==> config.mk <==
export PLATFORM = sky130hd
export DESIGN_NAME = sql_text_escaper_utf8_checker_top_flat
export DESIGN_NICKNAME = d
export VERILOG_FILES = /design/src/rtl/stesc_pkg.sv /design/src/rtl/stesc_ifs.sv /design/src/rtl/sql_text_escaper_utf8_checker_top.sv /design/src/rtl/stesc_front.sv /design/src/rtl/stesc_cmdq.sv /design/src/rtl/stesc_back.sv /design/src/flat_wrapper.sv
export VERILOG_INCLUDE_DIRS = /design/src /design/src/rtl
export SDC_FILE = /design/constraint.sdc
export NUM_CORES = 1
export LEC_CHECK = 0
export BUFFER_PORTS_ARGS = -buffer_cell sky130_fd_sc_hd__buf_2
export CAP_MARGIN = 5
export CORE_UTILIZATION = 35
export DETAILED_ROUTE_END_ITERATION = 16
export PLACE_DENSITY = 0.54
export SETUP_SLACK_MARGIN = 0.5
export SLEW_MARGIN = 10
export SYNTH_ARGS = -nofsm -noshare
export SYNTH_HDL_FRONTEND = slang
export SYNTH_SLANG_ARGS = --single-unit
==> constraint.sdc <==
create_clock -name clk -period 6.6 [get_ports clk]
set_clock_uncertainty 0.2 [all_clocks]
set_input_delay 0.66 -clock clk [delete_from_list [all_inputs] [get_ports clk]]
set_output_delay 0.66 -clock clk [all_outputs]
set_load 0.02 [all_outputs]
==> src/rtl/sql_text_escaper_utf8_checker_top_macros.svh <==
// assertion macros for the column text escaper
// used by sql_text_escaper_utf8_checker_top; expects clk and rst_n in scope
`ifndef SQL_TEXT_ESCAPER_UTF8_CHECKER_TOP_MACROS_SVH
`define SQL_TEXT_ESCAPER_UTF8_CHECKER_TOP_MACROS_SVH

// consequent checked in the same cycle
`define STESC_ASSERT_SAME(label, ante, cons, msg) \
  label: assert property (@(posedge clk) disable iff (!rst_n) (ante) |-> (cons)) \
    else $error(msg);

// consequent checked in the cycle after the antecedent
`define STESC_ASSERT_NEXT(label, ante, cons, msg) \
  label: assert property (@(posedge clk) disable iff (!rst_n) (ante) |=> (cons)) \
    else $error(msg);

`endif

==> src/rtl/stesc_pkg.sv <==
// shared types, constants and helpers of the column text escaper
// no dependencies
package stesc_pkg;

  localparam int STESC_CMDQ_DEPTH = 2;

  typedef enum logic [2:0] {
    WARN_NONE      = 3'd0,
    WARN_MALFORMED = 3'd1,
    WARN_TRUNCATED = 3'd2,
    WARN_OVERLONG  = 3'd3,
    WARN_RANGE     = 3'd4,
    WARN_NUL       = 3'd5
  } warn_t;

  // configuration register indexes
  localparam logic CFG_QUOTE_ESCAPE    = 1'b0;
  localparam logic CFG_SURROGATE_SPLIT = 1'b1;

  localparam logic [7:0] CH_NUL    = 8'h00;
  localparam logic [7:0] CH_TAB    = 8'h09;
  localparam logic [7:0] CH_LF     = 8'h0A;
  localparam logic [7:0] CH_CR     = 8'h0D;
  localparam logic [7:0] CH_DQUOTE = 8'h22;
  localparam logic [7:0] CH_SQUOTE = 8'h27;
  localparam logic [7:0] CH_ZERO   = 8'h30;
  localparam logic [7:0] CH_QMARK  = 8'h3F;
  localparam logic [7:0] CH_BSLASH = 8'h5C;
  localparam logic [7:0] CH_N      = 8'h6E;
  localparam logic [7:0] CH_R      = 8'h72;
  localparam logic [7:0] CH_T      = 8'h74;
  localparam logic [7:0] SUR_LEAD  = 8'hED;
  localparam logic [7:0] SUR_HI    = 8'hA0;
  localparam logic [7:0] SUR_LO    = 8'hB0;
  localparam logic [7:0] CONT_TAG  = 8'h80;

  localparam logic [30:0] CP_SUPP_MIN = 31'h0001_0000;
  localparam logic [30:0] CP_SUPP_MAX = 31'h001F_FFFF;
  localparam logic [30:0] CP_RANGE    = 31'h0020_0000;

  // one command: qmarks malformed '?' items, then body_len body items
  typedef struct packed {
    logic [2:0]      qmarks;
    logic [2:0]      body_len;
    logic [5:0][7:0] body;
    logic            body_valid;
    warn_t           body_warn;
    logic            last;
  } stesc_cmd_t;

  // smallest code point that a sequence of this length may carry
  function automatic logic [30:0] min_value(input logic [2:0] len);
    logic [30:0] m;
    case (len)
      3'd2:    m = 31'h0000_0080;
      3'd3:    m = 31'h0000_0800;
      3'd4:    m = 31'h0001_0000;
      3'd5:    m = 31'h0020_0000;
      default: m = 31'h0400_0000;
    endcase
    return m;
  endfunction

  function automatic stesc_cmd_t cmd_single(input logic [7:0] b, input logic valid,
                                            input warn_t warn);
    stesc_cmd_t c;
    c            = '0;
    c.body_len   = 3'd1;
    c.body[0]    = b;
    c.body_valid = valid;
    c.body_warn  = warn;
    return c;
  endfunction

  function automatic stesc_cmd_t cmd_pair(input logic [7:0] b);
    stesc_cmd_t c;
    c            = '0;
    c.body_len   = 3'd2;
    c.body[0]    = CH_BSLASH;
    c.body[1]    = b;
    c.body_valid = 1'b1;
    c.body_warn  = WARN_NONE;
    return c;
  endfunction

endpackage

==> src/rtl/stesc_ifs.sv <==
// valid/ready channel interfaces of the column text escaper
// input byte channel and result item channel; no dependencies
interface stesc_in_if;
  logic       valid;
  logic       ready;
  logic [7:0] in_byte;
  logic       binary_mode;
  logic       in_last;

  modport source(output valid, in_byte, binary_mode, in_last, input ready);
  modport sink(input valid, in_byte, binary_mode, in_last, output ready);
endinterface

interface stesc_out_if;
  logic       valid;
  logic       ready;
  logic [7:0] out_byte;
  logic       out_valid;
  logic [2:0] warning;
  logic       out_last;

  modport source(output valid, out_byte, out_valid, warning, out_last, input ready);
  modport sink(input valid, out_byte, out_valid, warning, out_last, output ready);
endinterface

==> src/rtl/sql_text_escaper_utf8_checker_top.sv <==
// Column text escaper with UTF-8 check, top level.
// in_chan takes one column byte per transfer (in_byte, binary_mode, in_last).
// out_chan gives result items (out_byte, out_valid, warning, out_last); an
// item with out_valid low is a status item carrying only a warning code.
// cfg_we/cfg_index/cfg_data write quote_escape (index 0) and surrogate_split
// (index 1); write them only while the block is idle.
// A byte gives 0 to 7 result items: plain bytes one, escapes two, a finished
// UTF-8 sequence up to six, a broken one a '?' per buffered byte first.
// The first item of a byte passes through the command queue and then the
// output register before it is offered on out_chan.
// Throughput: the result side gives one item per cycle while the queue holds
// commands and the receiver is ready; the front takes a byte per cycle while
// the command queue (CMDQ_DEPTH entries) has room.
// Reset (rst_n low at a clock edge) clears the configuration and control
// registers, the pending sequence and the queue. When the receiver stalls,
// the output register holds its item, the queue fills and in_chan.ready drops.
`include "sql_text_escaper_utf8_checker_top_macros.svh"
module sql_text_escaper_utf8_checker_top import stesc_pkg::*; #(
  parameter int CMDQ_DEPTH = STESC_CMDQ_DEPTH
) (
  input  logic         clk,
  input  logic         rst_n,
  input  logic         cfg_we,
  input  logic         cfg_index,
  input  logic         cfg_data,
  stesc_in_if.sink     in_chan,
  stesc_out_if.source  out_chan
);

  logic       q_push;
  logic       q_full;
  logic       q_pop;
  logic       q_empty;
  stesc_cmd_t q_cmd;
  stesc_cmd_t head_cmd;

  stesc_front u_front (
    .clk       (clk),
    .rst_n     (rst_n),
    .cfg_we    (cfg_we),
    .cfg_index (cfg_index),
    .cfg_data  (cfg_data),
    .in_chan   (in_chan),
    .q_full    (q_full),
    .q_push    (q_push),
    .q_cmd     (q_cmd)
  );

  stesc_cmdq #(
    .DEPTH (CMDQ_DEPTH)
  ) u_cmdq (
    .clk      (clk),
    .rst_n    (rst_n),
    .push     (q_push),
    .push_cmd (q_cmd),
    .full     (q_full),
    .pop      (q_pop),
    .head_cmd (head_cmd),
    .empty    (q_empty)
  );

  stesc_back u_back (
    .clk      (clk),
    .rst_n    (rst_n),
    .q_cmd    (head_cmd),
    .q_empty  (q_empty),
    .q_pop    (q_pop),
    .out_chan (out_chan)
  );

  `STESC_ASSERT_SAME(a_no_push_full, q_push, !q_full, "command pushed into a full queue")
  `STESC_ASSERT_SAME(a_no_pop_empty, q_pop, !q_empty, "command popped from an empty queue")
  `STESC_ASSERT_SAME(a_cmd_has_items, q_push, |{q_cmd.qmarks, q_cmd.body_len}, "empty command")
  `STESC_ASSERT_NEXT(a_push_lands, q_push && !q_pop, !q_empty, "pushed command missing")
  `STESC_ASSERT_SAME(a_status_zero, out_chan.valid && !out_chan.out_valid,
                     out_chan.out_byte == 8'd0, "status item with nonzero byte")

endmodule

==> src/rtl/stesc_front.sv <==
// front end: accepts bytes, tracks the utf-8 sequence and builds commands
// depends on stesc_pkg and stesc_in_if
module stesc_front import stesc_pkg::*; (
  input  logic        clk,
  input  logic        rst_n,
  input  logic        cfg_we,
  input  logic        cfg_index,
  input  logic        cfg_data,
  stesc_in_if.sink    in_chan,
  input  logic        q_full,
  output logic        q_push,
  output stesc_cmd_t  q_cmd
);

  logic       quote_escape_r;
  logic       surrogate_split_r;
  logic [2:0] seq_count_r, seq_count_nxt;
  logic [2:0] seq_exp_r, seq_exp_nxt;
  logic [7:0] seq_bytes_r [6];

  logic            accept;
  logic            pending;
  logic            cont;
  logic [7:0]      b;
  logic            store_en;
  logic [2:0]      store_idx;
  logic            has_items;
  logic [2:0]      qm;
  logic [2:0]      lead_len;
  logic [5:0][7:0] fb;
  logic [30:0]     v;
  logic [20:0]     w;
  stesc_cmd_t      cmd;

  assign in_chan.ready = !q_full;
  assign accept        = in_chan.valid && !q_full;
  assign b             = in_chan.in_byte;
  assign pending       = seq_count_r != 3'd0;
  assign cont          = b[7:6] == 2'b10;

  // sequence bytes with the incoming byte placed at the fill position
  always_comb begin
    for (int k = 0; k < 6; k++) begin
      fb[k] = (3'(k) == seq_count_r) ? b : seq_bytes_r[k];
    end
  end

  // code point assembly per sequence length
  always_comb begin
    case (seq_exp_r)
      3'd2:    v = {20'd0, fb[0][4:0], fb[1][5:0]};
      3'd3:    v = {15'd0, fb[0][3:0], fb[1][5:0], fb[2][5:0]};
      3'd4:    v = {10'd0, fb[0][2:0], fb[1][5:0], fb[2][5:0], fb[3][5:0]};
      3'd5:    v = {5'd0, fb[0][1:0], fb[1][5:0], fb[2][5:0], fb[3][5:0], fb[4][5:0]};
      default: v = {fb[0][0], fb[1][5:0], fb[2][5:0], fb[3][5:0], fb[4][5:0],
                    fb[5][5:0]};
    endcase
  end

  assign w = v[20:0] - 21'h01_0000;

  always_comb begin
    if (!b[5])      lead_len = 3'd2;
    else if (!b[4]) lead_len = 3'd3;
    else if (!b[3]) lead_len = 3'd4;
    else if (!b[2]) lead_len = 3'd5;
    else            lead_len = 3'd6;
  end

  always_comb begin
    seq_count_nxt = seq_count_r;
    seq_exp_nxt   = seq_exp_r;
    store_en      = 1'b0;
    store_idx     = seq_count_r;
    qm            = 3'd0;
    cmd           = '0;
    has_items     = 1'b1;
    if (pending && cont) begin
      store_en = 1'b1;
      if (3'(seq_count_r + 3'd1) == seq_exp_r) begin
        seq_count_nxt = 3'd0;
        seq_exp_nxt   = 3'd0;
        if (v < min_value(seq_exp_r)) begin
          cmd = cmd_single(CH_QMARK, 1'b1, WARN_OVERLONG);
        end else if (surrogate_split_r && v >= CP_SUPP_MIN && v <= CP_SUPP_MAX) begin
          cmd.body_len   = 3'd6;
          cmd.body_valid = 1'b1;
          cmd.body_warn  = WARN_NONE;
          cmd.body[0]    = SUR_LEAD;
          cmd.body[1]    = SUR_HI | {4'd0, w[19:16]};
          cmd.body[2]    = CONT_TAG | {2'd0, w[15:10]};
          cmd.body[3]    = SUR_LEAD;
          cmd.body[4]    = SUR_LO | {4'd0, w[9:6]};
          cmd.body[5]    = CONT_TAG | {2'd0, w[5:0]};
        end else if (v >= CP_RANGE) begin
          cmd = cmd_single(CH_QMARK, 1'b1, WARN_RANGE);
        end else begin
          cmd.body_len   = seq_exp_r;
          cmd.body_valid = 1'b1;
          cmd.body_warn  = WARN_NONE;
          cmd.body       = fb;
        end
      end else if (in_chan.in_last) begin
        seq_count_nxt = 3'd0;
        seq_exp_nxt   = 3'd0;
        cmd           = cmd_single(CH_NUL, 1'b0, WARN_TRUNCATED);
      end else begin
        seq_count_nxt = 3'(seq_count_r + 3'd1);
        has_items     = 1'b0;
      end
    end else begin
      // a broken sequence flushes one '?' per buffered byte, then the byte
      // is handled as an ordinary one
      qm            = seq_count_r;
      seq_count_nxt = 3'd0;
      seq_exp_nxt   = 3'd0;
      case (b)
        CH_NUL: begin
          if (in_chan.binary_mode) cmd = cmd_pair(CH_ZERO);
          else                     cmd = cmd_single(CH_NUL, 1'b0, WARN_NUL);
        end
        CH_CR:     cmd = cmd_pair(CH_R);
        CH_LF:     cmd = cmd_pair(CH_N);
        CH_TAB:    cmd = cmd_pair(CH_T);
        CH_BSLASH: cmd = cmd_pair(CH_BSLASH);
        CH_SQUOTE, CH_DQUOTE: begin
          if (quote_escape_r) cmd = cmd_pair(b);
          else                cmd = cmd_single(b, 1'b1, WARN_NONE);
        end
        default: begin
          if (!in_chan.binary_mode && b[7]) begin
            if (!b[6] || b >= 8'hFE) begin
              cmd = cmd_single(CH_QMARK, 1'b1, WARN_MALFORMED);
            end else if (in_chan.in_last) begin
              cmd = cmd_single(CH_NUL, 1'b0, WARN_TRUNCATED);
            end else begin
              store_en      = 1'b1;
              store_idx     = 3'd0;
              seq_count_nxt = 3'd1;
              seq_exp_nxt   = lead_len;
              has_items     = qm != 3'd0;
            end
          end else begin
            cmd = cmd_single(b, 1'b1, WARN_NONE);
          end
        end
      endcase
    end
    cmd.qmarks = qm;
    cmd.last   = in_chan.in_last;
  end

  assign q_push = accept && has_items;
  assign q_cmd  = cmd;

  always_ff @(posedge clk) begin
    if (!rst_n) begin
      quote_escape_r    <= 1'b0;
      surrogate_split_r <= 1'b0;
      seq_count_r       <= 3'd0;
      seq_exp_r         <= 3'd0;
    end else begin
      if (cfg_we) begin
        if (cfg_index == CFG_QUOTE_ESCAPE)    quote_escape_r    <= cfg_data;
        if (cfg_index == CFG_SURROGATE_SPLIT) surrogate_split_r <= cfg_data;
      end
      if (accept) begin
        seq_count_r <= seq_count_nxt;
        seq_exp_r   <= seq_exp_nxt;
      end
    end
  end

  always_ff @(posedge clk) begin
    if (accept && store_en) begin
      seq_bytes_r[store_idx] <= b;
    end
  end

endmodule

==> src/rtl/stesc_cmdq.sv <==
// short command queue between the front and back ends
// depends on stesc_pkg
module stesc_cmdq import stesc_pkg::*; #(
  parameter int DEPTH = STESC_CMDQ_DEPTH
) (
  input  logic       clk,
  input  logic       rst_n,
  input  logic       push,
  input  stesc_cmd_t push_cmd,
  output logic       full,
  input  logic       pop,
  output stesc_cmd_t head_cmd,
  output logic       empty
);

  localparam int PW = (DEPTH > 1) ? $clog2(DEPTH) : 1;
  localparam int CW = $clog2(DEPTH + 1);

  stesc_cmd_t     mem_r [DEPTH];
  logic [PW-1:0]  wr_ptr_r;
  logic [PW-1:0]  rd_ptr_r;
  logic [CW-1:0]  count_r;

  assign full     = count_r == CW'(DEPTH);
  assign empty    = count_r == '0;
  assign head_cmd = mem_r[rd_ptr_r];

  function automatic logic [PW-1:0] ptr_inc(input logic [PW-1:0] p);
    return (p == PW'(DEPTH - 1)) ? '0 : PW'(p + 1'b1);
  endfunction

  always_ff @(posedge clk) begin
    if (!rst_n) begin
      wr_ptr_r <= '0;
      rd_ptr_r <= '0;
      count_r  <= '0;
    end else begin
      if (push) wr_ptr_r <= ptr_inc(wr_ptr_r);
      if (pop)  rd_ptr_r <= ptr_inc(rd_ptr_r);
      if (push && !pop)      count_r <= CW'(count_r + 1'b1);
      else if (pop && !push) count_r <= CW'(count_r - 1'b1);
    end
  end

  always_ff @(posedge clk) begin
    if (push) mem_r[wr_ptr_r] <= push_cmd;
  end

endmodule

==> src/rtl/stesc_back.sv <==
// back end: expands each command into result items, one per cycle while the receiver is ready
// depends on stesc_pkg and stesc_out_if
module stesc_back import stesc_pkg::*; (
  input  logic        clk,
  input  logic        rst_n,
  input  stesc_cmd_t  q_cmd,
  input  logic        q_empty,
  output logic        q_pop,
  stesc_out_if.source out_chan
);

  logic [3:0] idx_r;
  logic       ov_r;
  logic [7:0] out_byte_r;
  logic       out_valid_r;
  logic [2:0] warning_r;
  logic       out_last_r;

  logic       load;
  logic       is_final;
  logic [3:0] total;
  logic [3:0] body_pos;
  logic [7:0] item_byte;
  logic       item_valid;
  logic [2:0] item_warn;

  assign total    = {1'b0, q_cmd.qmarks} + {1'b0, q_cmd.body_len};
  assign is_final = 4'(idx_r + 4'd1) == total;
  assign body_pos = idx_r - {1'b0, q_cmd.qmarks};
  assign load     = !q_empty && (!ov_r || out_chan.ready);
  assign q_pop    = load && is_final;

  always_comb begin
    if (idx_r < {1'b0, q_cmd.qmarks}) begin
      item_byte  = CH_QMARK;
      item_valid = 1'b1;
      item_warn  = WARN_MALFORMED;
    end else begin
      item_byte  = q_cmd.body[body_pos[2:0]];
      item_valid = q_cmd.body_valid;
      item_warn  = q_cmd.body_warn;
    end
  end

  always_ff @(posedge clk) begin
    if (!rst_n) begin
      idx_r <= 4'd0;
      ov_r  <= 1'b0;
    end else begin
      if (load) begin
        ov_r  <= 1'b1;
        idx_r <= is_final ? 4'd0 : 4'(idx_r + 4'd1);
      end else if (out_chan.ready) begin
        ov_r <= 1'b0;
      end
    end
  end

  always_ff @(posedge clk) begin
    if (load) begin
      out_byte_r  <= item_byte;
      out_valid_r <= item_valid;
      warning_r   <= item_warn;
      out_last_r  <= q_cmd.last && is_final;
    end
  end

  assign out_chan.valid     = ov_r;
  assign out_chan.out_byte  = out_byte_r;
  assign out_chan.out_valid = out_valid_r;
  assign out_chan.warning   = warning_r;
  assign out_chan.out_last  = out_last_r;

endmodule
==> src/flat_wrapper.sv <==
// flat-port wrapper written by rule: the top's interface ports become plain ports
module sql_text_escaper_utf8_checker_top_flat import stesc_pkg::*;
#(
  parameter int CMDQ_DEPTH = STESC_CMDQ_DEPTH
)
  (clk, rst_n, cfg_we, cfg_index, cfg_data, in_chan_valid, in_chan_in_byte, in_chan_binary_mode, in_chan_in_last, in_chan_ready, out_chan_valid, out_chan_out_byte, out_chan_out_valid, out_chan_warning, out_chan_out_last, out_chan_ready);
  stesc_in_if in_chan_i ();
  stesc_out_if out_chan_i ();
  input  logic clk;
  input  logic rst_n;
  input  logic cfg_we;
  input  logic cfg_index;
  input  logic cfg_data;
  input wire logic [$bits(in_chan_i.valid)-1:0] in_chan_valid;
  input wire logic [$bits(in_chan_i.in_byte)-1:0] in_chan_in_byte;
  input wire logic [$bits(in_chan_i.binary_mode)-1:0] in_chan_binary_mode;
  input wire logic [$bits(in_chan_i.in_last)-1:0] in_chan_in_last;
  output wire logic [$bits(in_chan_i.ready)-1:0] in_chan_ready;
  output wire logic [$bits(out_chan_i.valid)-1:0] out_chan_valid;
  output wire logic [$bits(out_chan_i.out_byte)-1:0] out_chan_out_byte;
  output wire logic [$bits(out_chan_i.out_valid)-1:0] out_chan_out_valid;
  output wire logic [$bits(out_chan_i.warning)-1:0] out_chan_warning;
  output wire logic [$bits(out_chan_i.out_last)-1:0] out_chan_out_last;
  input wire logic [$bits(out_chan_i.ready)-1:0] out_chan_ready;
  assign in_chan_i.valid = in_chan_valid;
  assign in_chan_i.in_byte = in_chan_in_byte;
  assign in_chan_i.binary_mode = in_chan_binary_mode;
  assign in_chan_i.in_last = in_chan_in_last;
  assign in_chan_ready = in_chan_i.ready;
  assign out_chan_valid = out_chan_i.valid;
  assign out_chan_out_byte = out_chan_i.out_byte;
  assign out_chan_out_valid = out_chan_i.out_valid;
  assign out_chan_warning = out_chan_i.warning;
  assign out_chan_out_last = out_chan_i.out_last;
  assign out_chan_i.ready = out_chan_ready;
  sql_text_escaper_utf8_checker_top #(.CMDQ_DEPTH(CMDQ_DEPTH)) u_core (.clk(clk), .rst_n(rst_n), .cfg_we(cfg_we), .cfg_index(cfg_index), .cfg_data(cfg_data), .in_chan(in_chan_i), .out_chan(out_chan_i));
endmodule
==> results of run 1 <==
[area by class of cell]
| cell class | instances | area, sq um |
|---|---|---|
| clock buffer | 18 | 429 |
| fill | 2795 | 17400 |
| sequential | 197 | 5740 |
| multi-input combinational | 564 | 4280 |
| tap | 384 | 480 |
| timing repair buffer | 44 | 253 |
| inverter | 22 | 82.6 |
| clock inverter | 14 | 154 |
[worst min-delay path, delay by kind of cell]
family	cells	cell delay (ns)
simple gates	1	0.07
compound gates	1	0.05
buf+inv	1	0.11
[cell usage in the layout (no fill, tap or decap), drive strengths merged, types with 7 or more instances in the layout]
master,n
inv,31
ha,16
a21oi,53
mux2i,61
and2,7
nor4,9
o21ai,40
mux2,22
buf,44
a211oi,18
and3,8
nand2,54
a31oi,17
nor2b,24
a21boi,8
nor2,50
clkbuf,18
a21o,8
nor3,13
nand3,14
edfxtp,179
mux4,24
o211ai,7
dfxtp,18
xor2,9
xnor2,14
nand2b,15
[metrics by stage]
stage | std cells | utilization (%)
global route | 1243 | 39.6
finish | 1243 | 39.6
CTS | 1243 | 39.6
floorplan | 837 | -
detailed placement | 1211 | 37.6
global placement | 1211 | 37.6
[worst max path at each step]
stage                                                           from                              endpoint  slack (ns)  depth (start not counted)
after floorplan           u_core.u_front.seq_count_r[0]$_SDFFE_PN0P_   u_core.u_cmdq.mem_r[0][0]$_DFFE_PP_        1.70                         11
after global placement    u_core.u_front.seq_count_r[2]$_SDFFE_PN0P_  u_core.u_cmdq.mem_r[0][16]$_DFFE_PP_        1.54                         12
after detailed placement  u_core.u_front.seq_count_r[2]$_SDFFE_PN0P_  u_core.u_cmdq.mem_r[0][16]$_DFFE_PP_        1.42                         12
after CTS                 u_core.u_front.seq_count_r[2]$_SDFFE_PN0P_  u_core.u_cmdq.mem_r[1][15]$_DFFE_PP_        1.39                         12
after global routing      u_core.u_front.seq_count_r[2]$_SDFFE_PN0P_  u_core.u_cmdq.mem_r[0][15]$_DFFE_PP_        1.03                         12
final                     u_core.u_front.seq_count_r[2]$_SDFFE_PN0P_  u_core.u_cmdq.mem_r[1][15]$_DFFE_PP_        1.32                         12
[flip-flops by register name (all words and copies together) (netlist names), named ones only]
name,flops
u_core.u_back.out_chan.valid,1
u_core.u_front.surrogate_split_r,1
u_core.u_back.out_chan.warning,3
u_core.u_back.out_chan.out_valid,1
u_core.u_back.out_chan.out_byte,8
u_core.u_cmdq.rd_ptr_r,1
u_core.u_cmdq.mem_r,118
u_core.u_back.idx_r,4
u_core.u_cmdq.count_r,2
u_core.u_front.seq_count_r,3
u_core.u_back.out_chan.out_last,1
u_core.u_front.seq_exp_r,3
u_core.u_front.seq_bytes_r,48
u_core.u_front.quote_escape_r,1
u_core.u_cmdq.wr_ptr_r,1
[per-layer routing]
metal,vias up,GRT usage (%)
met3,47,2.67
met5,-,0
met2,272,28.5
li1,3220,-
met1,3443,28.1
met4,0,7.02
[power by group]
group | total, W | internal [W] | switching, W
registers | 0.00162 | 0.00156 | 0.0000642
logic | 0.000911 | 0.000373 | 0.000538
clock network | 0.00104 | 0.000511 | 0.000528
total | 0.00357 | 0.00244 | 0.00113
[cells by family after synthesis]
logic type	count (synthesis)	share of synthesized area (%)
AOI/OAI and AO/OA	198	12.5
muxes	107	13.5
xor gates and xnor gates	23	2.02
buffers and inverters	76	3.25
and+or+nand+nor	218	10.9
DFF	197	55.4
adders and majority gates	18	2.32
==> flow_summary.json, run 1 <==
{
  "post-route-period-util_pct": 80.0,
  "rsz0062_at_grt": "false",
  "wl_met2_microns": 12300,
  "final.setup.tns_ns": 0,
  "ctsRootBufferMaster": "clkbuf_16",
  "relSlewSlack_pct": 27.5,
  "crit_path_max_fanout": 30,
  "wl_met1_microns": 13300,
  "drc": 0,
  "worstPathArrival_ns": 5.33,
  "hold_end": "u_core.u_front.seq_count_r[1]$_SDFFE_PN0P_",
  "synth.most_common_cell": "edfxtp_1",
  "gp_congestion": 0.918,
  "setup_ws_ns": 1.32,
  "async_flop_share_pct": 0,
  "cts_resized": 0,
  "startpoint_type": "flip-flop",
  "synthTopCellsByCount": "179 x edfxtp_1, 61 x mux2i_1, 53 x a21oi_1, 52 x nand2_1, 49 x nor2_1",
  "antenna_left": 0,
  "die_y_microns": 174,
  "p_leak_nw": 3.97,
  "status": "finished, final reports clean",
  "crit_path_end_kind": "flip-flop",
  "die_w_microns": 174,
  "fin_crit_ns": 5.28,
  "crit_slowest_cell": "dfxtp_1",
  "wl_per_cell_microns": 22.7,
  "rr_worst_depth": 12,
  "synth_edf_count": 179,
  "clkLatencyLatePin_ns": 0.44,
  "fin_area_sq_um": 11400,
  "post_cts_buffers": 0,
  "placementRows": 62,
  "core_area_sq_um": 28900,
  "yosysTopAreaCell": "edfxtp_1",
  "timing.rr.start": "u_core.u_front.seq_count_r[2]$_SDFFE_PN0P_",
  "wirelength_microns": 28200,
  "r2r-end": "u_core.u_cmdq.mem_r[1][15]$_DFFE_PP_",
  "crit_family": "compound AO/OA/AOI/OAI gates",
  "tightest_slew_ns": 1.08,
  "port_buffers": 31,
  "final_hold_viol_count": 0,
  "cts_tree": "yes",
  "cts_buffers": 17,
  "syn_area_sq_um": 10300,
  "dp_hpwl_microns": 20300,
  "highest_layer": "met4",
  "start_util_pct": 35.8,
  "drt-pass1-iter-count": 5,
  "cpMostUsedCell": "o21ai_0",
  "yosysSeqAreaShare_pct": 55.4,
  "fmax_ghz": 0.189,
  "avgSynthCellArea_sq_um": 12.4,
  "dr_wl_met3_microns": 1790,
  "track_usage_pct": 19.1,
  "area_growth_pct": 10.4,
  "maxSlewViolCount": 0,
  "path_cells": "inv_1 > ha_1 > mux2i_1 > a21oi_1 > o21ai_0 > a22o_1 > or4_1 > or4_4 > o211ai_4 > buf_4 > mux2_2 > o21ai_0",
  "grt_max_degree": 61,
  "crit_type": "flip-flop to flip-flop",
  "io_pins": 32,
  "grt_pass1_vias": 6783,
  "syn_nets": 872,
  "fin_nets": 881,
  "clk_path_buf_depth": 2,
  "whs_ns": 0.298,
  "power_density_nw_per_um2": 313,
  "setup_viol": 0,
  "grt_antenna_before_repair": 0,
  "min_path_cells": 3,
  "synth_cell_type_count": 76,
  "postPlaceCellArea_sq_um": 10800,
  "syn-instance-count": 837,
  "hold_buffers": 0,
  "place_ws_ns": 1.42,
  "first_iter_violations": 754,
  "diodes": 0,
  "critPathRequiredTime_ns": 6.65,
  "cts.sinks": 197,
  "die_area_sq_um": 30200,
  "cts_max_level": 4,
  "worstHoldStart": "in_chan_valid",
  "max_stage_delay_ns": 0.83,
  "clk_pin_slew_worst_paths_ns": 0.08,
  "timing.max_cap.violations": 0,
  "synth_top_area_share_pct": 52.0,
  "grt_pass1_wl_microns": 42900,
  "yosys-top-cells-area": "edfxtp_1 52%, mux2i_1 5.9%, mux4_2 5.2%, dfxtp_1 3.5%, a21oi_1 2.6%",
  "r2r_setup_slack_ns": 1.32,
  "routed-via-count": 6982,
  "hold_class": "input port to flip-flop",
  "peakVddDrop_mv": 0.192,
  "viasPerCell": 5.62,
  "total_power_w": 0.00357,
  "ys.warnings.count": 0,
  "ys_seq_elements": 197,
  "grt_overflow": 0,
  "ys.flop_type": "edfxtp_1",
  "cp_num_buf_inv": 2,
  "drive_above_1_share_pct": 16.4
}
Power figures use the tool's default switching activity.
==> run 2: changes to the inputs <==
--- a/config.mk
+++ b/config.mk
@@ -6,11 +6,12 @@
 export SDC_FILE = /design/constraint.sdc
 export NUM_CORES = 1
 export LEC_CHECK = 0
+export ABC_AREA = 1
 export BUFFER_PORTS_ARGS = -buffer_cell sky130_fd_sc_hd__buf_2
 export CAP_MARGIN = 5
 export CORE_UTILIZATION = 35
 export DETAILED_ROUTE_END_ITERATION = 16
-export PLACE_DENSITY = 0.54
+export PLACE_DENSITY = 0.52
 export SETUP_SLACK_MARGIN = 0.5
 export SLEW_MARGIN = 10
 export SYNTH_ARGS = -nofsm -noshare
==> constraint.sdc (replaced) <==
create_clock -name clk -period 5.1 [get_ports clk]
set_clock_uncertainty 0.2 [all_clocks]
set_input_delay 0.51 -clock clk [delete_from_list [all_inputs] [get_ports clk]]
set_output_delay 0.51 -clock clk [all_outputs]
set_load 0.02 [all_outputs]
==> run 2 against run 1 <==
Against the previous run:
- final cell count up 32%
- power up 76%
- critical path type unchanged
- largest power group is now combinational cells
- sequential power up 36%
- clock power up 31%
- highest routed layer unchanged
==> flow_summary.json, run 2 <==
{
  "hold_buffers": 0,
  "timing.rr.start": "u_core.u_front.seq_count_r[2]$_SDFFE_PN0P_",
  "grt-busiest-layer": "met1",
  "synth.most_common_cell": "nand2_1",
  "post-route-period-util_pct": 83.6,
  "clk_pin_slew_worst_paths_ns": 0.08,
  "final_cell_mix": "283 x nand2_1, 179 x edfxtp_1, 149 x nor2_1",
  "routed-via-count": 8724,
  "crit_family": "simple AND/OR/NAND/NOR gates",
  "core_area_sq_um": 30000,
  "ys_seq_elements": 197,
  "placementRows": 63,
  "drive_above_1_share_pct": 12.1,
  "placed_cells": 1613,
  "use_met3_pct": 3.17,
  "fin_nets": 1278,
  "grt_overflow": 0,
  "critPathRequiredTime_ns": 5.10,
  "die_area_sq_um": 31500,
  "wl_per_cell_microns": 19.8,
  "startpoint_type": "flip-flop",
  "syn_nets": 1259,
  "syn-instance-count": 1224,
  "ctsRootBufferMaster": "clkbuf_16",
  "min_path_cells": 3,
  "cts_max_level": 4,
  "rr_worst_depth": 15,
  "final.setup.tns_ns": 0,
  "die_y_microns": 178,
  "grt_pass1_wl_microns": 48800,
  "ys.flop_type": "edfxtp_1",
  "yosysSeqAreaShare_pct": 53.2,
  "fmax_ghz": 0.234,
  "cts_tree": "yes",
  "port_buffers": 31,
  "crit_path_max_fanout": 26,
  "final_hold_viol_count": 0,
  "met2_usage_pct": 30.9,
  "drc": 0,
  "rsz0062_at_grt": "false",
  "wirelength_microns": 32600,
  "grt.met1_usage_pct": 31.4,
  "start_util_pct": 36.0,
  "io_pins": 32,
  "largest-register": "u_core.u_cmdq.mem_r",
  "relSlewSlack_pct": 42.7,
  "diodes": 0,
  "clk_path_buf_depth": 2,
  "max_stage_delay_ns": 0.62,
  "n_fill_cell": 2993,
  "antenna_left": 0,
  "r2r_setup_slack_ns": 0.83,
  "synth_cell_type_count": 53,
  "viasPerCell": 5.30,
  "async_flop_share_pct": 0,
  "crit_path_end_kind": "flip-flop",
  "grt_max_degree": 60,
  "synth_edf_count": 179,
  "track_usage_pct": 21.0,
  "yosysTopAreaCell": "edfxtp_1",
  "clkLatencyLatePin_ns": 0.44,
  "hold_class": "input port to flip-flop",
  "timing.max_cap.violations": 0,
  "die_w_microns": 178,
  "hold_end": "u_core.u_front.surrogate_split_r$_SDFFE_PN0P_",
  "p_leak_nw": 4.59,
  "worstPathArrival_ns": 4.26,
  "cp_num_buf_inv": 3,
  "dp_hpwl_microns": 23400,
  "path_cells": "inv_4 > ha_2 > inv_1 > o21ai_0 > inv_1 > o21ai_0 > nor2_1 > nor2_1 > nand2_1 > nor2_1 > nand3_2 > nand3_2 > o21ai_1 > nand2_1 > nor2_2",
  "avgSynthCellArea_sq_um": 8.81,
  "area_growth_pct": 10.9,
  "power_density_nw_per_um2": 527,
  "setup_viol": 0,
  "layout.cells.non_filler": 1646,
  "layout_commonest_cell": "nand2_1",
  "r2r-end": "u_core.u_cmdq.mem_r[0][47]$_DFFE_PP_",
  "gp_congestion": 0.931,
  "tightest_slew_ns": 0.856,
  "yosys-top-cells-area": "edfxtp_1 50%, nand2_1 9.9%, nor2_1 5.3%, o21ai_0 4.5%, nand3_1 4.0%",
  "crit_type": "flip-flop to flip-flop",
  "cpMostUsedCell": "nor2_1",
  "status": "finished, final reports clean",
  "worstHoldStart": "cfg_we",
  "cts_buffers": 17,
  "crit_slowest_cell": "nand3_2",
  "drt-pass1-iter-count": 8,
  "first_iter_violations": 1021,
  "ys.warnings.count": 0,
  "grt_antenna_before_repair": 0,
  "peakVddDrop_mv": 0.241,
  "fin_crit_ns": 4.27,
  "largest_reg_flops": 118,
  "maxSlewViolCount": 0,
  "grt_pass1_vias": 7813,
  "syn_area_sq_um": 10800,
  "finalCoreUtilization_pct": 39.9,
  "synth_top_area_share_pct": 49.9,
  "synthTopCellsByCount": "283 x nand2_1, 179 x edfxtp_1, 151 x nor2_1, 98 x o21ai_0, 93 x inv_1",
  "cts.sinks": 197
}
[run 2: changes by cell type in the layout (fill, tap and decap cells not counted), moves of 24 or more]
cell	previous run	this run
nand3_1	14	86
inv_1	21	93
mux2i_1	61	0
mux4_2	24	0
nor2_1	49	149
nand2_1	52	283
nor2b_1	24	0
o21ai_0	39	97
[run 2: where the power goes]
group | switching (W) | internal (W) | leakage [nW]
clock | 0.000696 | 0.000668 | 0.292
sequential | 0.0000902 | 0.00211 | 1.83
combinational | 0.00190 | 0.000839 | 2.47
total | 0.00268 | 0.00361 | 4.59
[run 2: cell families (layout without fill, tap and decap cells)]
group / count (synthesis) / count (layout) / share of synthesized area [%]
XOR/XNOR: 16 / 16 / 1.30
buffers and inverters: 168 / 199 / 6.87
adder cells (fa/ha/maj): 18 / 18 / 2.23
flip-flops: 197 / 197 / 53.2
AND/OR/NAND/NOR: 598 / 599 / 24.5
AO/OA/AOI/OAI: 227 / 227 / 11.9
[run 2: area by class of cell]
class | instances | area (sq um) | share of cell area, %
clock buffer | 18 | 429 | 3.59
clock inverter | 14 | 170 | 1.42
inverter | 110 | 418 | 3.49
multi-input combinational | 860 | 4340 | 36.3
sequential | 197 | 5740 | 48.0
tap | 390 | 488 | 4.08
timing repair buffer | 57 | 375 | 3.14
[run 2: per-stage QoR]
stage                     power (W)  hold WS (ns)  setup slack [ns]  cell area [sq um]
after floorplan             0.00412         0.250           -0.0711              10800
after global placement      0.00498         0.286             0.520              11300
after detailed placement    0.00498         0.298             0.490              11300
after CTS                   0.00634         0.128             0.663              11900
after global routing        0.00672         0.125             0.627              12000
final                       0.00630         0.143             0.834              12000
[run 2: worst reg2reg max path, cell delays in order (launching register included)]
cell	delay (ns)
dfxtp_1	0.45
inv_4	0.29
ha_2	0.44
inv_1	0.14
o21ai_0	0.42
inv_1	0.20
o21ai_0	0.20
nor2_1	0.07
nor2_1	0.14
nand2_1	0.08
nor2_1	0.14
nand3_2	0.34
nand3_2	0.62
o21ai_1	0.15
nand2_1	0.11
nor2_2	0.04
[run 2: worst max path at each step]
stage / start / endpoint / slack [ns] / cells after the start
floorplan: u_core.u_front.seq_count_r[2]$_SDFFE_PN0P_ / u_core.u_cmdq.mem_r[1][0]$_DFFE_PP_ / -0.07 / 12
global placement: u_core.u_front.seq_count_r[2]$_SDFFE_PN0P_ / u_core.u_cmdq.mem_r[0][21]$_DFFE_PP_ / 0.52 / 16
detailed placement: u_core.u_front.seq_count_r[2]$_SDFFE_PN0P_ / u_core.u_cmdq.mem_r[1][21]$_DFFE_PP_ / 0.49 / 16
CTS: u_core.u_front.seq_count_r[2]$_SDFFE_PN0P_ / u_core.u_cmdq.mem_r[0][21]$_DFFE_PP_ / 0.66 / 16
global route: u_core.u_front.seq_count_r[0]$_SDFFE_PN0P_ / u_core.u_cmdq.mem_r[1][47]$_DFFE_PP_ / 0.63 / 21
finish: u_core.u_front.seq_count_r[2]$_SDFFE_PN0P_ / u_core.u_cmdq.mem_r[0][47]$_DFFE_PP_ / 0.83 / 15
[run 2: what timing repair did]
item                       CTS  global route
gates cloned                 0             1
setup buffers                0             0
resized for setup            1             2
pin swaps                    0             1
setup endpoints to repair    4            50
[run 2: metal layers]
layer  wire length (microns)  vias up  part of all wire (%)
li1                        -     4225                     -
met1                   15800     4138                    48
met2                   13900      321                    43
met3                    2180       40                   6.7
met4                     674        0                   2.1
met5                       0        -                     0
==> run 3: changes to the inputs <==
--- a/config.mk
+++ b/config.mk
@@ -6,12 +6,12 @@
 export SDC_FILE = /design/constraint.sdc
 export NUM_CORES = 1
 export LEC_CHECK = 0
-export ABC_AREA = 1
+export ABC_AREA = 0
 export BUFFER_PORTS_ARGS = -buffer_cell sky130_fd_sc_hd__buf_2
 export CAP_MARGIN = 5
 export CORE_UTILIZATION = 35
 export DETAILED_ROUTE_END_ITERATION = 16
-export PLACE_DENSITY = 0.52
+export PLACE_DENSITY = 0.54
 export SETUP_SLACK_MARGIN = 0.5
 export SLEW_MARGIN = 10
 export SYNTH_ARGS = -nofsm -noshare
==> constraint.sdc (replaced) <==
create_clock -name clk -period 3.8 [get_ports clk]
set_clock_uncertainty 0.2 [all_clocks]
set_input_delay 0.38 -clock clk [delete_from_list [all_inputs] [get_ports clk]]
set_output_delay 0.38 -clock clk [all_outputs]
set_load 0.02 [all_outputs]
==> run 3 against run 2 <==
Against the previous run:
- the flow now finishes with violations (negative setup slack)
- core utilization rose by 8.1 points
- largest power group is now sequential cells
- sequential share of layout area fell by 6.4 points
- non-clock buffer count rose by 138
- critical path depth fell by 2
- die area fell by 4.0%
- fmax rose by 12%
==> flow_summary.json, run 3 (synthesis results as in run 1) <==
{
  "placementRows": 62,
  "grt_max_degree": 61,
  "largest-register": "u_core.u_cmdq.mem_r",
  "setup_ws_ns": -0.0124,
  "grt_overflow": 0,
  "p_int_w": 0.00443,
  "die_area_sq_um": 30200,
  "final.setup.tns_ns": -0.0164,
  "crit_slowest_cell": "or4_4",
  "start_util_pct": 35.8,
  "viasPerCell": 5.44,
  "n_fill_cell": 2570,
  "hold_class": "input port to flip-flop",
  "rsz0062_at_grt": "true",
  "total_power_w": 0.00651,
  "crit_family": "simple AND/OR/NAND/NOR gates",
  "peakVddDrop_mv": 0.290,
  "port_buffers": 31,
  "drive_above_1_share_pct": 42.2,
  "fmax_ghz": 0.262,
  "rr_worst_depth": 13,
  "gp_congestion": 0.940,
  "tightest_slew_ns": 0.879,
  "track_usage_pct": 20.8,
  "whs_ns": 0.0118,
  "cts_max_level": 4,
  "cts_buffers": 17,
  "setup_viol": 3,
  "fin_nets": 1032,
  "crit_path_end_kind": "flip-flop",
  "grt_antenna_before_repair": 0,
  "maxSlewViolCount": 0,
  "cts_tree": "yes",
  "first_iter_violations": 639,
  "p_sw_share_pct": 31.9,
  "drc": 0,
  "timing.rr.start": "u_core.u_front.seq_count_r[0]$_SDFFE_PN0P_",
  "r2r-end": "u_core.u_cmdq.mem_r[1][7]$_DFFE_PP_",
  "pwr-share-clk_pct": 29.2,
  "crit_cells": 13,
  "postPlaceCellArea_sq_um": 11900,
  "status": "complete, but fails checks",
  "dp_hpwl_microns": 22300,
  "relSlewSlack_pct": 41.0,
  "fin_area_sq_um": 13900,
  "path_cells": "buf_6 > ha_4 > mux2i_2 > nor2_2 > buf_4 > mux2i_2 > o21a_1 > or4_4 > or4_4 > o211ai_4 > buf_12 > a31o_4 > o211ai_1",
  "antenna_left": 0,
  "post-route-period-util_pct": 100,
  "io_pins": 32,
  "largest_reg_flops": 118,
  "core_area_sq_um": 28900,
  "fin_crit_ns": 3.81,
  "final_hold_viol_count": 0,
  "ctsRootBufferMaster": "clkbuf_16",
  "wirelength_microns": 30700,
  "area_growth_pct": 34.0,
  "crit_start": "u_core.u_front.seq_count_r[0]$_SDFFE_PN0P_",
  "cts.sinks": 197,
  "diodes": 0,
  "critPathRequiredTime_ns": 3.72,
  "p_leak_nw": 5.05,
  "seqPwrFrac_pct": 43.0,
  "wl_per_cell_microns": 22.1,
  "routed-via-count": 7586,
  "grt_pass1_wl_microns": 46900,
  "grt_pass1_vias": 7473,
  "layout_commonest_cell": "edfxtp_1",
  "endpoint": "u_core.u_cmdq.mem_r[1][7]$_DFFE_PP_",
  "worstPathArrival_ns": 3.73,
  "die_w_microns": 174,
  "power_density_nw_per_um2": 469,
  "pwr-share-comb_pct": 27.8,
  "crit_path_max_fanout": 8,
  "timing.max_cap.violations": 0,
  "startpoint_type": "flip-flop",
  "crit_type": "flip-flop to flip-flop",
  "die_y_microns": 174,
  "violations": "negative setup slack",
  "clk_pin_slew_worst_paths_ns": 0.09,
  "max_stage_delay_ns": 0.51,
  "p_switching_w": 0.00208,
  "clkLatencyLatePin_ns": 0.44,
  "drt-pass1-iter-count": 5,
  "place_ws_ns": -0.292,
  "r2r_setup_slack_ns": -0.01,
  "cp_num_buf_inv": 3,
  "final_cell_mix": "179 x edfxtp_1, 129 x buf_4, 49 x nand2_1",
  "clk_path_buf_depth": 2
}
[run 3: changes by cell type in the layout (fill, tap and decap cells not counted), moves of 20 or more]
cell / delta
o21ai_1: -20
nand4_1: -22
mux2i_1: +45
o21ai_0: -67
nand3_1: -76
buf_4: +105
mux4_2: +24
nor2_1: -109
nand2_1: -234
inv_1: -77
[run 3: area by class of cell]
class                      count  area (sq um)  area share [%]
clock inverter                15           199            1.44
timing repair buffer         195          1690            12.2
sequential                   197          5760            41.5
tap                          384           480            3.47
inverter                      22          92.6           0.668
clock buffer                  17           425            3.07
multi-input combinational    564          5210            37.6
[run 3: worst min path at each step]
stage / start / to / slack, ns / depth (start not counted)
after floorplan: u_core.u_front.seq_count_r[1]$_SDFFE_PN0P_ / u_core.u_front.seq_count_r[1]$_SDFFE_PN0P_ / 0.27 / 2
after global placement: u_core.u_front.seq_count_r[1]$_SDFFE_PN0P_ / u_core.u_front.seq_count_r[1]$_SDFFE_PN0P_ / 0.29 / 2
after detailed placement: u_core.u_front.seq_count_r[1]$_SDFFE_PN0P_ / u_core.u_front.seq_count_r[1]$_SDFFE_PN0P_ / 0.29 / 2
after CTS: cfg_data / u_core.u_front.quote_escape_r$_SDFFE_PN0P_ / 0.003 / 3
after global routing: in_chan_valid / u_core.u_front.seq_count_r[1]$_SDFFE_PN0P_ / 0.02 / 3
final: cfg_data / u_core.u_front.quote_escape_r$_SDFFE_PN0P_ / 0.01 / 3
[run 3: power groups by stage]
stage / logic (W) / clock network, W / registers (W)
after floorplan: 0.00119 / 0 / 0.00291
after global placement: 0.00176 / 0 / 0.00284
after detailed placement: 0.00176 / 0 / 0.00285
after CTS: 0.00181 / 0.00193 / 0.00280
after global routing: 0.00198 / 0.00201 / 0.00283
final: 0.00181 / 0.00190 / 0.00280
[run 3: through the flow]
step           utilization, %  instances
6_report                 48.0       1394
5_1_grt                  48.0       1394
4_1_cts                  46.9       1388
3_5_place_dp             41.2       1327
3_3_place_gp             41.2       1327
2_1_floorplan               -        837
[run 3: worst reg2reg max path, stage by stage, from the launching register on]
cell	delay (ns)
dfxtp_4	0.38
buf_6	0.12
ha_4	0.18
mux2i_2	0.18
nor2_2	0.06
buf_4	0.14
mux2i_2	0.16
o21a_1	0.19
or4_4	0.51
or4_4	0.51
o211ai_4	0.31
buf_12	0.18
a31o_4	0.18
o211ai_1	0.20
[run 3: routing by layer]
layer / wire length [microns] / part of all wire, % / track usage, %
met3: 1300 / 4.2 / 2.82
met4: 648 / 2.1 / 5.92
met5: 0 / 0 / 0
met1: 14800 / 48 / 30.5
met2: 14000 / 45 / 32.0
[run 3: repair_timing]
action	in CTS	in global routing
gates resized for setup	151	57
setup endpoints to repair	109	109
pin swaps	32	29
cloned	4	0
hold buffers	0	0
setup buffers	25	6
